$ cat src/sv/cmer_ram.sv
// Generic single-write, single-read synchronous RAM with registered read data.
// No dependencies.
`default_nettype none
module cmer_ram #(
	parameter int WIDTH = 8,
	parameter int DEPTH = 64,
	parameter int AW = $clog2(DEPTH)
) (
	input  wire logic             clk,
	input  wire logic             we,
	input  wire logic [AW-1:0]    waddr,
	input  wire logic [WIDTH-1:0] wdata,
	input  wire logic [AW-1:0]    raddr,
	output logic      [WIDTH-1:0] rdata
);

	logic [WIDTH-1:0] mem [DEPTH];

	always_ff @(posedge clk) begin
		if (we) begin
			mem[waddr] <= wdata;
		end
		rdata <= mem[raddr];
	end

endmodule
`default_nettype wire

$ cat config.mk
export PLATFORM = sky130hd
export DESIGN_NAME = cmer_ram
export DESIGN_NICKNAME = d
export VERILOG_FILES = /design/src/sv/cmer_ram.sv
export SDC_FILE = /design/constraint.sdc
export NUM_CORES = 1
export LEC_CHECK = 0
export BUFFER_PORTS_ARGS = -buffer_cell sky130_fd_sc_hd__clkbuf_2
export CORE_ASPECT_RATIO = 1.2
export CORE_UTILIZATION = 45
export CTS_CLUSTER_DIAMETER = 200
export DETAILED_ROUTE_END_ITERATION = 10
export SYNTH_ARGS = -nofsm -noshare
export SYNTH_HDL_FRONTEND = slang
export SYNTH_SLANG_ARGS = --single-unit
$ cat constraint.sdc
create_clock -name clk -period 5.4 [get_ports clk]
set_input_delay 0.81 -clock clk [delete_from_list [all_inputs] [get_ports clk]]
set_output_delay 0.81 -clock clk [all_outputs]
set_load 0.02 [all_outputs]
==> metrics.md <==
| Metric | Value |
|---|---|
| Data required time of the worst path | ~5.8 ns |
| Clock Tree Root | clkbuf_16 |
| Setup_tns | 0 ns |
| Hold Startpoint | waddr[1] |
| Inst Count DP | between 1,000 and 1,500 |
| Type of the tightest min-delay check | input port to flip-flop |
| Int Power | 6.561 mW |
| CTS Hold Buffers Added | 0 |
| CTS Buf Count | between 40 and 50 |
| Tot Pwr | 8.245 mW |
| Worst Skew | roughly 0.014 ns |
| DIE AREA | about 0.046 mm^2 |
| Main area contributors after synthesis | edfxtp_1 (76%), mux4_2 (14%), nor2_1 (1.5%) |
| Setup CP Type | input port to flip-flop |
| Area Overhead vs Synth | 11.13% |
| FFs w/ async S/R, synth | 0% |
| Tmin final | ~3.1 ns |
| Drt initial violations | approximately 810 |
| Via density | between 5 and 6 |
| LEAKAGE | 6.940 nW |
| Die W | around 200 um |
| Worst slew pin tran | 1.028 ns |
| Die Ht | ~230 um |
| Clock sink count | between 500 and 600 |
| DRC Markers | 0 |
| 1st-pass router iterations | 5 |
| Outcome | finished, final reports clean |
| Final core utilization | about half |
| Largest net degree at the start of global routing | 70 |
| Mapped Area | between 0.02 and 0.025 mm^2 |
| Final non-filler cell total | around 1,600 |
| Reg2Reg Launch Point | mem[43][1]$_DFFE_PP_ |
| Cell Pwr Density | around 370 mW/mm^2 |
| Fmax | around 320 MHz |
| Net switching power | ~1.7 mW |
| Drt total wl | 44,200 um |
| Via Count | around 9,500 |
| Total core area | approximately 0.044 mm^2 |
| First-pass GRT wire length | about 65,000 um |
| Synth top area share | about three quarters |
| Antenna Nets Post-Route | 0 |
| Worst Setup Start Kind | input port |
| Fin nets | between 1,000 and 1,500 |
| Combinational share of power | approximately 5% |
| Max cap viols | 0 |
| Final Cycle Share | a little under three fifths |
| TritonCTS clock tree | built |
| Worst skew pair latency | approximately 0.57 ns |
| Starting density of the core | roughly 46% |
| Arrival time at the worst endpoint | 3.51 ns |
| Sw Share | between 20% and 30% |
| CTS resizes | 0 |
| Sequential share of the synthesized area | 77.03% |
| Commonest cells in the netlist | edfxtp_1 (512), mux4_2 (126), nor2_1 (83) |
| Clock Power Share | approximately two fifths |
| RSZ-0062 raised after global routing | no |
| Tot GR Track Use | approximately a fifth |
| Seq cells post-synth | 520 |
| Worst IR Drop VDD | ~0.19 mV |
| Post-CTS Setup Bufs | 0 |
| Top-count cell post-synth | edfxtp_1 |
| Syn Nets | 962 |
| Cell count after synthesis | 940 |
| Clock Tree Buf Depth | 3 |
| H-tree depth | 2 |
| Flop pwr share | a little over half |
| # rows | 84 |
| Crit Path Max Fanout | 69 |
| Vias in the first global route | 9,632 |
| Hold Slack | between 0.7 and 0.8 ns |
| Rel. slew slack | 31.19% |
| EDFF count, synth | 512 |
| Gpl congestion | roughly 0.76 |
| Boundary pin count | 30 |
| Number of I/O port buffers | 29 |
| Post-DP HPWL | approximately 26,000 um |
| Synth unique cells | 40 |
| DR WL/cell | ~28 um |
| # setup viols final | 0 |
| GRT overflow | 0 |
| Layout cell share with drive strength beyond 1 | 25.10% |
| Crit. End Element | flip-flop |
| Initial antenna violation count | 2 |
| Top FF cell, synth | edfxtp_1 |
| Antenna fix cells | 0 |
| Mean Syn Cell Area | ~21 um^2 |
| Worst-path clk slew | 0.06 ns |
| Fill cell count | approximately 3,500 |
| Critical Path Source | raddr[0] |
| Fin. Hold Viols | 0 |
| Max-slew violation count | 0 |
| Area leader, netlist | edfxtp_1 |
| Synth warnings | 0 |
[area by class of cell]
type | instances | area (um^2) | share of cell area [%]
clock inverters | 26 | 269.0 | 1.200
repair buffers | 50 | 329.1 | 1.468
well taps | 559 | 699.4 | 3.121
flip-flops and latches | 520 | 15530 | 69.32
clock buffers | 59 | 1264 | 5.639
multi-input cells | 369 | 4315 | 19.26
[final timing paths]
| kind | cells after the start | to | slack (ns) |
|---|---|---|---|
| hold / removal | 2 | mem[49][1]$_DFFE_PP_ | 0.72 |
| setup / recovery | 7 | rdata[6]$_DFF_P_ | 2.32 |
| setup reg to reg | 4 | rdata[1]$_DFF_P_ | 3.23 |
| hold reg to reg | 4 | rdata[1]$_DFF_P_ | 0.82 |
[worst max-delay path, cell delays in order]
cell	delay, ns
clkbuf_8	0.62
buf_4	0.41
mux4_2	0.53
mux2_2	0.27
o221a_2	0.27
nor3_1	0.38
o32ai_1	0.14
[cells in the final DEF, fill, tap and decap left out, types with 14 or more instances in the layout]
cell       count
edfxtp_1     512
mux4_2       126
nor2_1        83
clkbuf_16     49
clkbuf_2      26
mux2i_1       23
buf_4         22
nand2_1       19
nor2b_1       14
[metal layers]
metal	GRT usage [%]	wire length, um	vias to the layer above	part of all wire, %
met2	31.66	21210	357	48
met5	0	25	-	0.057
met3	3.466	2957	78	6.7
met4	8.415	1649	4	3.7
li1	-	-	4019	-
met1	27.59	18360	5000	42
[per-stage QoR]
step | worst slack, ns | instance area [um^2]
final | 2.315 | 22410
after global routing | 2.140 | 22410
after CTS | 2.235 | 22410
after detailed placement | 1.642 | 20880
after global placement | 1.668 | 20880
after floorplan | 2.922 | 20170
[power by group through the flow]
| stage | registers [mW] | clock network (mW) | logic [mW] |
|---|---|---|---|
| 2_1_floorplan | 4.57 | 0 | 0.238 |
| 3_3_place_gp | 4.57 | 0 | 0.413 |
| 4_1_cts | 4.48 | 3.40 | 0.417 |
| 5_1_grt | 4.48 | 3.55 | 0.439 |
| 3_5_place_dp | 4.57 | 0 | 0.417 |
| 6_report | 4.48 | 3.35 | 0.411 |
[registers in the layout (all words and copies together) (netlist names)]
signal / flops
mem: 512
rdata: 8
[cell families after synthesis]
group	after synthesis	share of synthesized area, %
flops	520	77.03
mux	162	15.94
simple gates	153	3.387
compound gates	54	2.072
buf+inv	51	1.570
No activity file was read; power rests on OpenSTA's default activity.
